**src/sv/mcs_pkg.sv**
```systemverilog
// Shared types, constants and helpers for the mask centroid smoother.
package mcs_pkg;

    // Default geometry of the pixel stream and the filter precision.
    localparam int DEF_COORD_BITS = 10;
    localparam int DEF_FRAC_BITS  = 8;

    // Mask pixel width on the input stream.
    localparam int PIXEL_W = 8;

    // Smoothing gains are Q0.8 values; one extra bit holds the value one.
    localparam int GAIN_BITS = 8;
    localparam int GAIN_W    = GAIN_BITS + 1;
    localparam logic [GAIN_W-1:0] GAIN_ONE        = GAIN_W'(1 << GAIN_BITS);
    localparam logic [GAIN_W-1:0] POS_GAIN_RESET  = GAIN_W'(128);
    localparam logic [GAIN_W-1:0] AREA_GAIN_RESET = GAIN_W'(26);

    // Configuration register map.
    localparam int CFG_INDEX_W = 2;
    localparam logic [CFG_INDEX_W-1:0] REG_POSITION_GAIN = CFG_INDEX_W'(0);
    localparam logic [CFG_INDEX_W-1:0] REG_AREA_GAIN     = CFG_INDEX_W'(1);

    // Status of the iterative divider as seen by the sequencer.
    typedef struct packed {
        logic busy;
        logic done;
    } div_stat_t;

    // Command to the shared multiply-accumulate unit.
    typedef struct packed {
        logic issue;
        logic first;
    } mac_cmd_t;

    // Gains above one are taken as one.
    function automatic logic [GAIN_W-1:0] clamp_gain(input logic [GAIN_W-1:0] g);
        return (g > GAIN_ONE) ? GAIN_ONE : g;
    endfunction

endpackage

```
**src/sv/mcs_div.sv**
```systemverilog
// Iterative restoring divider, one quotient bit per cycle.
module mcs_div
    import mcs_pkg::*;
#(
    parameter int NUM_W = 30,
    parameter int DEN_W = 21,
    parameter int Q_W   = 10
) (
    input  logic             aclk,
    input  logic             aresetn,
    input  logic             start,
    input  logic [NUM_W-1:0] numer,
    input  logic [DEN_W-1:0] denom,
    output div_stat_t        stat,
    output logic [Q_W-1:0]   quot
);

    localparam int CNT_W = $clog2(Q_W + 1);

    logic [DEN_W-1:0] rem_reg;
    logic [Q_W-1:0]   bits_reg;
    logic [CNT_W-1:0] cnt_reg;
    logic             busy_reg;
    logic             done_reg;

    logic [DEN_W:0]   trial;
    logic [DEN_W:0]   diff;
    logic             fits;

    // The caller guarantees the quotient fits in Q_W bits, so the upper part
    // of the numerator is already below the divisor and only Q_W steps remain.
    assign trial = {rem_reg, bits_reg[Q_W-1]};
    assign fits  = (trial >= {1'b0, denom});
    assign diff  = trial - {1'b0, denom};

    // Step counter and handshake flags.
    always_ff @(posedge aclk) begin
        if (!aresetn) begin
            busy_reg <= 1'b0;
            done_reg <= 1'b0;
            cnt_reg  <= '0;
        end else begin
            done_reg <= 1'b0;
            if (start) begin
                busy_reg <= 1'b1;
                cnt_reg  <= CNT_W'(Q_W);
            end else if (busy_reg) begin
                cnt_reg <= cnt_reg - 1'b1;
                if (cnt_reg == CNT_W'(1)) begin
                    busy_reg <= 1'b0;
                    done_reg <= 1'b1;
                end
            end
        end
    end

    // Partial remainder and quotient shift register.
    always_ff @(posedge aclk) begin
        if (start) begin
            rem_reg  <= DEN_W'(numer[NUM_W-1:Q_W]);
            bits_reg <= numer[Q_W-1:0];
        end else if (busy_reg) begin
            rem_reg  <= fits ? diff[DEN_W-1:0] : trial[DEN_W-1:0];
            bits_reg <= {bits_reg[Q_W-2:0], fits};
        end
    end

    assign stat.busy = busy_reg;
    assign stat.done = done_reg;
    assign quot      = bits_reg;

endmodule

```
**src/sv/mcs_mac.sv**
```systemverilog
// Shared multiplier with a registered product and an accumulator behind it.
module mcs_mac
    import mcs_pkg::*;
#(
    parameter int A_W = 9,
    parameter int B_W = 29
) (
    input  logic               aclk,
    input  logic               aresetn,
    input  mac_cmd_t           cmd,
    input  logic [A_W-1:0]     a,
    input  logic [B_W-1:0]     b,
    output logic [A_W+B_W-1:0] acc
);

    logic [A_W+B_W-1:0] prod_reg;
    logic [A_W+B_W-1:0] acc_reg;
    logic               issue_reg;
    logic               first_reg;

    // Stage flags follow the product through the register.
    always_ff @(posedge aclk) begin
        if (!aresetn) begin
            issue_reg <= 1'b0;
            first_reg <= 1'b0;
        end else begin
            issue_reg <= cmd.issue;
            first_reg <= cmd.first;
        end
    end

    // Multiply into the product register, then load or add it into the accumulator in the next cycle.
    always_ff @(posedge aclk) begin
        if (cmd.issue) begin
            prod_reg <= a * b;
        end
        if (issue_reg) begin
            acc_reg <= first_reg ? prod_reg : acc_reg + prod_reg;
        end
    end

    assign acc = acc_reg;

endmodule

```
**src/sv/mask_centroid_smoother_core.sv**
```systemverilog
// Mask centroid with exponential smoothing of position and area.
//
// Pixels enter on the s_ stream, one per cycle while s_tready is high, each
// with its column and row; s_tlast marks the last pixel of a frame. Nonzero
// pixels are counted and their coordinates summed as they arrive.
// After the last pixel is taken, s_tready drops while a sequencer runs the
// frame-end work: two divisions on one shift-subtract divider (one quotient
// bit per cycle), then three filter updates on one shared multiplier. An
// empty frame skips the arithmetic and goes straight to the done state.
// The result sits in an output register; pixels of the next frame are taken
// while it waits, and only the next frame's end stalls until m_tready takes it.
// The user writes the gains on the cfg_ channel only between frames; the block
// does not enforce it. Reset clears the accumulators and filters, sets the
// gains to one half and about one tenth, and drops m_tvalid.
module mask_centroid_smoother_core
    import mcs_pkg::*;
#(
    parameter int COORD_BITS = DEF_COORD_BITS,
    parameter int FRAC_BITS  = DEF_FRAC_BITS,
    localparam int IN_W      = ((PIXEL_W + 2 * COORD_BITS + 7) / 8) * 8,
    localparam int OUT_W     = ((1 + 6 * COORD_BITS + 3 * FRAC_BITS + 1 + 7) / 8) * 8
) (
    input  logic                   aclk,
    input  logic                   aresetn,
    // Pixel stream.
    input  logic                   s_tvalid,
    output logic                   s_tready,
    input  logic [IN_W-1:0]        s_tdata,   // pixel_value, column, row
    input  logic                   s_tlast,   // last_in_frame
    // Result stream.
    output logic                   m_tvalid,
    input  logic                   m_tready,
    output logic [OUT_W-1:0]       m_tdata,   // found, centroid_x, centroid_y,
                                              // smoothed_x, smoothed_y, smoothed_area
    // Register writes.
    input  logic                   cfg_valid,
    output logic                   cfg_ready,
    input  logic [CFG_INDEX_W-1:0] cfg_index,
    input  logic [GAIN_W-1:0]      cfg_data
);

    localparam int COUNT_W = 2 * COORD_BITS + 1;
    localparam int SUM_W   = 3 * COORD_BITS;
    localparam int POS_W   = COORD_BITS + FRAC_BITS;
    localparam int AREA_W  = 2 * COORD_BITS + FRAC_BITS + 1;
    localparam int ACC_W   = GAIN_W + AREA_W;

    // Sequencer states.
    localparam logic [2:0] ST_IDLE      = 3'd0;
    localparam logic [2:0] ST_DIV_X_GO  = 3'd1;
    localparam logic [2:0] ST_DIV_X_WT  = 3'd2;
    localparam logic [2:0] ST_DIV_Y_GO  = 3'd3;
    localparam logic [2:0] ST_DIV_Y_WT  = 3'd4;
    localparam logic [2:0] ST_FILTER    = 3'd5;
    localparam logic [2:0] ST_DONE      = 3'd6;

    // Filter being updated.
    localparam logic [1:0] SEL_X    = 2'd0;
    localparam logic [1:0] SEL_Y    = 2'd1;
    localparam logic [1:0] SEL_AREA = 2'd2;

    // Steps of one filter update.
    localparam logic [1:0] STEP_NEW   = 2'd0;
    localparam logic [1:0] STEP_OLD   = 2'd1;
    localparam logic [1:0] STEP_WRITE = 2'd3;

    logic [2:0]            state_reg;
    logic [1:0]            sel_reg;
    logic [1:0]            step_reg;

    logic [GAIN_W-1:0]     pos_gain_reg;
    logic [GAIN_W-1:0]     area_gain_reg;

    logic [COUNT_W-1:0]    count_reg;
    logic [SUM_W-1:0]      col_sum_reg;
    logic [SUM_W-1:0]      row_sum_reg;
    logic [COUNT_W-1:0]    count_next;
    logic [SUM_W-1:0]      col_sum_next;
    logic [SUM_W-1:0]      row_sum_next;

    logic [POS_W-1:0]      filt_col_reg;
    logic [POS_W-1:0]      filt_row_reg;
    logic [AREA_W-1:0]     filt_count_reg;

    logic                  found_reg;
    logic [COORD_BITS-1:0] cx_reg;
    logic [COORD_BITS-1:0] cy_reg;

    logic                  m_tvalid_reg;
    logic [OUT_W-1:0]      m_tdata_reg;

    logic [PIXEL_W-1:0]    pix;
    logic [COORD_BITS-1:0] col;
    logic [COORD_BITS-1:0] row;
    logic                  in_acc;
    logic                  take;
    logic                  out_free;

    logic                  div_start;
    logic [SUM_W-1:0]      div_numer;
    div_stat_t             div_stat;
    logic [COORD_BITS-1:0] div_quot;

    mac_cmd_t              mac_cmd;
    logic [GAIN_W-1:0]     gain_sel;
    logic [GAIN_W-1:0]     mac_a;
    logic [AREA_W-1:0]     mac_b;
    logic [AREA_W-1:0]     value_ext;
    logic [AREA_W-1:0]     old_ext;
    logic [ACC_W-1:0]      mac_acc;
    logic [ACC_W-1:0]      filt_new;

    // Input unpacking and handshake.
    assign pix      = s_tdata[PIXEL_W-1:0];
    assign col      = s_tdata[PIXEL_W +: COORD_BITS];
    assign row      = s_tdata[PIXEL_W + COORD_BITS +: COORD_BITS];
    assign s_tready = (state_reg == ST_IDLE);
    assign in_acc   = s_tvalid && s_tready;
    assign out_free = !m_tvalid_reg || m_tready;
    assign cfg_ready = 1'b1;

    // Object pixels are counted until the count reaches a full frame.
    assign take         = in_acc && (pix != '0) && !count_reg[COUNT_W-1];
    assign count_next   = take ? count_reg + 1'b1 : count_reg;
    assign col_sum_next = take ? col_sum_reg + SUM_W'(col) : col_sum_reg;
    assign row_sum_next = take ? row_sum_reg + SUM_W'(row) : row_sum_reg;

    // Gain registers.
    always_ff @(posedge aclk) begin
        if (!aresetn) begin
            pos_gain_reg  <= POS_GAIN_RESET;
            area_gain_reg <= AREA_GAIN_RESET;
        end else if (cfg_valid && cfg_ready) begin
            case (cfg_index)
                REG_POSITION_GAIN: pos_gain_reg  <= cfg_data;
                REG_AREA_GAIN:     area_gain_reg <= cfg_data;
                default: ;
            endcase
        end
    end

    // Shared divider: column sum first, then row sum, both over the count.
    assign div_start = (state_reg == ST_DIV_X_GO) || (state_reg == ST_DIV_Y_GO);
    assign div_numer = (state_reg == ST_DIV_Y_GO) ? row_sum_reg : col_sum_reg;

    mcs_div #(
        .NUM_W (SUM_W),
        .DEN_W (COUNT_W),
        .Q_W   (COORD_BITS)
    ) u_div (
        .aclk    (aclk),
        .aresetn (aresetn),
        .start   (div_start),
        .numer   (div_numer),
        .denom   (count_reg),
        .stat    (div_stat),
        .quot    (div_quot)
    );

    // Operand selection for the shared multiplier: gain times new value,
    // then the complement of the gain times the old filter value.
    always_comb begin
        case (sel_reg)
            SEL_X: begin
                value_ext = AREA_W'({cx_reg, {FRAC_BITS{1'b0}}});
                old_ext   = AREA_W'(filt_col_reg);
                gain_sel  = clamp_gain(pos_gain_reg);
            end
            SEL_Y: begin
                value_ext = AREA_W'({cy_reg, {FRAC_BITS{1'b0}}});
                old_ext   = AREA_W'(filt_row_reg);
                gain_sel  = clamp_gain(pos_gain_reg);
            end
            SEL_AREA: begin
                value_ext = AREA_W'({count_reg, {FRAC_BITS{1'b0}}});
                old_ext   = filt_count_reg;
                gain_sel  = clamp_gain(area_gain_reg);
            end
            default: begin
                value_ext = '0;
                old_ext   = '0;
                gain_sel  = '0;
            end
        endcase
    end

    assign mac_cmd.issue = (state_reg == ST_FILTER) &&
                           ((step_reg == STEP_NEW) || (step_reg == STEP_OLD));
    assign mac_cmd.first = (step_reg == STEP_NEW);
    assign mac_a         = (step_reg == STEP_NEW) ? gain_sel : GAIN_ONE - gain_sel;
    assign mac_b         = (step_reg == STEP_NEW) ? value_ext : old_ext;
    assign filt_new      = mac_acc >> GAIN_BITS;

    mcs_mac #(
        .A_W (GAIN_W),
        .B_W (AREA_W)
    ) u_mac (
        .aclk    (aclk),
        .aresetn (aresetn),
        .cmd     (mac_cmd),
        .a       (mac_a),
        .b       (mac_b),
        .acc     (mac_acc)
    );

    // Sequencer, accumulators and filter state.
    always_ff @(posedge aclk) begin
        if (!aresetn) begin
            state_reg      <= ST_IDLE;
            sel_reg        <= SEL_X;
            step_reg       <= STEP_NEW;
            count_reg      <= '0;
            col_sum_reg    <= '0;
            row_sum_reg    <= '0;
            filt_col_reg   <= '0;
            filt_row_reg   <= '0;
            filt_count_reg <= '0;
            found_reg      <= 1'b0;
        end else begin
            case (state_reg)
                ST_IDLE: begin
                    if (in_acc) begin
                        count_reg   <= count_next;
                        col_sum_reg <= col_sum_next;
                        row_sum_reg <= row_sum_next;
                        if (s_tlast) begin
                            found_reg <= (count_next != '0);
                            state_reg <= (count_next != '0) ? ST_DIV_X_GO : ST_DONE;
                        end
                    end
                end
                ST_DIV_X_GO: state_reg <= ST_DIV_X_WT;
                ST_DIV_X_WT: begin
                    if (div_stat.done) begin
                        state_reg <= ST_DIV_Y_GO;
                    end
                end
                ST_DIV_Y_GO: state_reg <= ST_DIV_Y_WT;
                ST_DIV_Y_WT: begin
                    if (div_stat.done) begin
                        sel_reg   <= SEL_X;
                        step_reg  <= STEP_NEW;
                        state_reg <= ST_FILTER;
                    end
                end
                ST_FILTER: begin
                    if (step_reg == STEP_WRITE) begin
                        case (sel_reg)
                            SEL_X:    filt_col_reg   <= POS_W'(filt_new);
                            SEL_Y:    filt_row_reg   <= POS_W'(filt_new);
                            default:  filt_count_reg <= AREA_W'(filt_new);
                        endcase
                        step_reg <= STEP_NEW;
                        if (sel_reg == SEL_AREA) begin
                            state_reg <= ST_DONE;
                        end else begin
                            sel_reg <= sel_reg + 1'b1;
                        end
                    end else begin
                        step_reg <= step_reg + 1'b1;
                    end
                end
                ST_DONE: begin
                    if (out_free) begin
                        count_reg   <= '0;
                        col_sum_reg <= '0;
                        row_sum_reg <= '0;
                        state_reg   <= ST_IDLE;
                    end
                end
                default: state_reg <= ST_IDLE;
            endcase
        end
    end

    // Centroid registers: quotients, or zero for an empty frame.
    always_ff @(posedge aclk) begin
        if (in_acc && s_tlast) begin
            cx_reg <= '0;
            cy_reg <= '0;
        end else if (state_reg == ST_DIV_X_WT && div_stat.done) begin
            cx_reg <= div_quot;
        end else if (state_reg == ST_DIV_Y_WT && div_stat.done) begin
            cy_reg <= div_quot;
        end
    end

    // Output register.
    always_ff @(posedge aclk) begin
        if (!aresetn) begin
            m_tvalid_reg <= 1'b0;
        end else if (state_reg == ST_DONE && out_free) begin
            m_tvalid_reg <= 1'b1;
        end else if (m_tready) begin
            m_tvalid_reg <= 1'b0;
        end
    end

    always_ff @(posedge aclk) begin
        if (state_reg == ST_DONE && out_free) begin
            m_tdata_reg <= OUT_W'({filt_count_reg, filt_row_reg, filt_col_reg,
                                   cy_reg, cx_reg, found_reg});
        end
    end

    assign m_tvalid = m_tvalid_reg;
    assign m_tdata  = m_tdata_reg;

    // The divider only finishes while the sequencer waits for it.
    a_div_done_in_wait: assert property (@(posedge aclk) disable iff (!aresetn)
        div_stat.done |-> (state_reg == ST_DIV_X_WT || state_reg == ST_DIV_Y_WT))
        else $error("divider finished outside a wait state");

    // Filter updates run only for frames with object pixels.
    a_filter_nonempty: assert property (@(posedge aclk) disable iff (!aresetn)
        (state_reg == ST_FILTER) |-> (count_reg != '0) && found_reg)
        else $error("filter update on an empty frame");

    // The end of a frame always leaves the idle state.
    a_last_leaves_idle: assert property (@(posedge aclk) disable iff (!aresetn)
        (in_acc && s_tlast) |=> (state_reg != ST_IDLE))
        else $error("frame end did not start the sequencer");

    // The pixel count never passes one full frame.
    a_count_cap: assert property (@(posedge aclk) disable iff (!aresetn)
        !count_reg[COUNT_W-1] || (count_reg[COUNT_W-2:0] == '0))
        else $error("object pixel count beyond a full frame");

    // An empty frame reports a zero centroid.
    a_empty_zero: assert property (@(posedge aclk) disable iff (!aresetn)
        (m_tvalid_reg && !m_tdata_reg[0]) |->
            (m_tdata_reg[2*COORD_BITS:1] == '0))
        else $error("empty frame with a nonzero centroid");

endmodule
```
**config.mk**
```make
export PLATFORM = sky130hd
export DESIGN_NAME = mask_centroid_smoother_core
export DESIGN_NICKNAME = d
export VERILOG_FILES = /design/src/sv/mcs_pkg.sv /design/src/sv/mcs_div.sv /design/src/sv/mcs_mac.sv /design/src/sv/mask_centroid_smoother_core.sv
export SDC_FILE = /design/constraint.sdc
export NUM_CORES = 1
export LEC_CHECK = 0
export BUFFER_PORTS_ARGS = -buffer_cell sky130_fd_sc_hd__buf_2
export CAP_MARGIN = 20
export CORE_ASPECT_RATIO = 1.2
export CORE_MARGIN = 2
export CORE_UTILIZATION = 50
export CTS_CLUSTER_DIAMETER = 40
export DETAILED_ROUTE_END_ITERATION = 8
export GPL_TIMING_DRIVEN = 0
export PLACE_DENSITY = 0.72
export SYNTH_ARGS = -nofsm -noshare
export SYNTH_HDL_FRONTEND = slang
export SYNTH_SLANG_ARGS = --single-unit
```
**constraint.sdc**
```tcl
create_clock -name aclk -period 10.25 [get_ports aclk]
set_input_delay 2.05 -clock aclk [delete_from_list [all_inputs] [get_ports aclk]]
set_output_delay 2.05 -clock aclk [all_outputs]
set_load 0.005 [all_outputs]
```
==> reports/qor.yml <==
synth_async_sr_flop_share_pct: 0
fillers: 4714
setup_tns_ns: 0
setup_viol: 0
multiInputGateArea_um2: 16500
grt_overflow: 0
die_w_um: 219
nets: 3599
cts_hold_buf: 0
synth_edf_count: 190
critPathBufInv: 7
syn_area_per_cell_um2: 9.23
ir_worst_vdd_v: 0.000141
tritoncts: "built"
slew_violations: 0
drive_above_1_share_pct: 9.99
timing.fmax_mhz: 104
grt_max_degree: 80
dieArea_um2: 57600
finalHoldViolCount: 0
hp-class: "reg2reg"
min_path_cells: 0
gp_congestion: 0.936
synth_top_cell_by_area: "edfxtp_1"
viasPerCell: 5.80
critPathTopFamily: "adder cells"
post-route-util_pct: 57.4
ys_types: 75
fin_area_um2: 31500
drtIter0Drc: 2224
route.vias.total: 23100
cap_violations: 0
clock_tree.buffer_depth: 3
yosysTopAreaCellShare_pct: 20.5
cts-buffers-inserted: 58
wire_per_inst_um: 20.0
port_buffers: 132
crit_type: "reg2reg"
io_pins: 140
busiest_layer: "met2"
worst_ep_arrival_time_ns: 9.92
crit_path_top_delay_cell: "fa_1"
slowest_delay_ns: 0.56
synth_ff_type: "dfxtp_1"
setup_slack_ns: 0.668
use_met2_pct: 46.9
rrSetupSlack_ns: 0.67
dp_slack_ns: -0.320
r2r_end: "u_mac.prod_reg[35]"
cts.sinks: 392
slew_headroom_pct: 30.7
skew_ns: 0.0537
worst_pin_slew_ns: 1.04
reg2reg_depth: 31
yosysWarnings: 0
cp.required_ns: 10.59
min_period_over_period_pct: 93.5
critPathCaptureType: "flip-flop"
syn_inst: 3016
post_dp_cell_area_um2: 29500
whs_endpoint: "m_tdata[41]"
timing.rr.start: "sel_reg[0]"
synthToLayoutAreaGrowth_pct: 13.3
clkTransAtPathRegs_ns: 0.07
largest_reg_flops: 86
start_kind: "flip-flop"
postRouteAntennaNets: 0
placed_cells: 3873
cp_max_fo: 12
leakagePower_uw: 0.0131
yosysSeqAreaShare_pct: 35.0
htreeDepth: 2
syn-cell-area_um2: 27800
drt_pass1_iterations: 6
antenna_cells: 0
ys_ff_latch: 392
core_um2: 54900
min_period_ns: 9.58
rows: 94
synth.area.top_cells: "edfxtp_1 (21%), dfxtp_1 (15%), fa_1 (14%)"
synthTopCellsByCount: "nand2_1 (358), inv_1 (289), nor2_1 (284)"
regArea_um2: 9750
finalNonFillerCells: 3983
hold_start: "filt_row_reg[2]"
grtUsageTotal_pct: 28.2
antenna_found_initial: 2
grt_util_met3_pct: 4.05
p_per_area_nw_per_um2: 174
hpwlAfterDp_mm: 61.5
drc: 0
fp.dieH_um: 262
status: "complete, no violations"
clock_latency_ns: 0.65
grt_pass1_vias: 23600
rsz0062_at_grt: "no"
grt_pass1_wl_mm: 128
drt-total-wl_mm: 79.6
use_met1_pct: 35.0
start_util_pct: 50.7
synth_most_common_cell: "nand2_1"
cts-root-buf: "clkbuf_16"
==> kinds of logic after synthesis <==
kind of cell,count (synthesis),synth area share [%]
AOI/OAI and AO/OA,604,14.4
xor gates and xnor gates,145,4.56
adders and majority gates,337,20.4
buffers and inverters,431,5.89
DFF,392,35.0
muxes,69,2.55
other,2,0.0270
and+or+nand+nor,1036,17.2
==> how the worst max path moves through the flow <==
| stage | from | endpoint | slack, ns | cells after the start |
|---|---|---|---|---|
| after floorplan | sel_reg[0] | u_mac.prod_reg[36] | 2.19 | 34 |
| after global placement | sel_reg[0] | u_mac.prod_reg[36] | -0.19 | 34 |
| after detailed placement | sel_reg[0] | u_mac.prod_reg[36] | -0.32 | 34 |
| after CTS | sel_reg[0] | u_mac.prod_reg[36] | 0.01 | 34 |
| after global routing | sel_reg[0] | u_mac.prod_reg[35] | 0.14 | 31 |
| final | sel_reg[0] | u_mac.prod_reg[35] | 0.67 | 31 |
==> layout by cell type (no fill, tap or decap), types with 28 or more instances in the layout <==
cell and count:
nand2_1 358, inv_1 288, nor2_1 283, dfxtp_1 201, fa_1 193, edfxtp_1 190, a21oi_1 152, ha_1 144
buf_2 136, clkbuf_1 119, o21ai_0 119, nand3_1 91, a21boi_0 83, xnor2_1 79, nand2b_1 66, xor2_1 66
clkbuf_16 61, mux2i_1 55, nor2b_1 53, a21o_1 48, nor3_1 36, and2_1 33, nand4_1 28
==> worst reg2reg max path, delay by kind of cell (launching register included) <==
kind            cells  cell delay [ns]
simple gates        7             1.39
compound gates      8             2.46
fa+ha+maj           7             3.16
buf+inv             7             1.56
xor+xnor            2             0.36
flops               1             0.38
==> per-stage QoR <==
step | hold WS, ns | total power (uW)
2_1_floorplan | 0.408 | 3040
3_3_place_gp | 0.444 | 3420
3_5_place_dp | 0.450 | 3480
4_1_cts | 0.462 | 5480
5_1_grt | 0.480 | 5750
6_report | 0.462 | 5500
==> per-layer routing <==
metal / vias up / wire [um]
met5: - / 13
met2: 897 / 38100
met3: 219 / 5180
met4: 2 / 4790
li1: 10600 / -
met1: 11300 / 31500
==> power by group <==
part | internal, uW | switching, uW
logic | 587 | 944
registers | 1850 | 108
clock network | 1170 | 835
total | 3610 | 1890
==> area by class of cell <==
type	instances	area share, %
sequential	392	30.9
multi-input combinational	2194	52.2
clock buffer	67	5.04
tap	720	2.86
clock inverter	43	1.33
timing repair buffer	138	2.43
inverter	291	3.47
buffer	138	1.73
==> repair_timing <==
item                                    4_1_cts  5_1_grt
setup buffers                                 0        0
hold endpoints to repair                      0        0
gates cloned                                  0        0
endpoints found under the setup margin        4        7
resized for setup                             2        9
No activity file was read; power rests on OpenSTA's default activity.
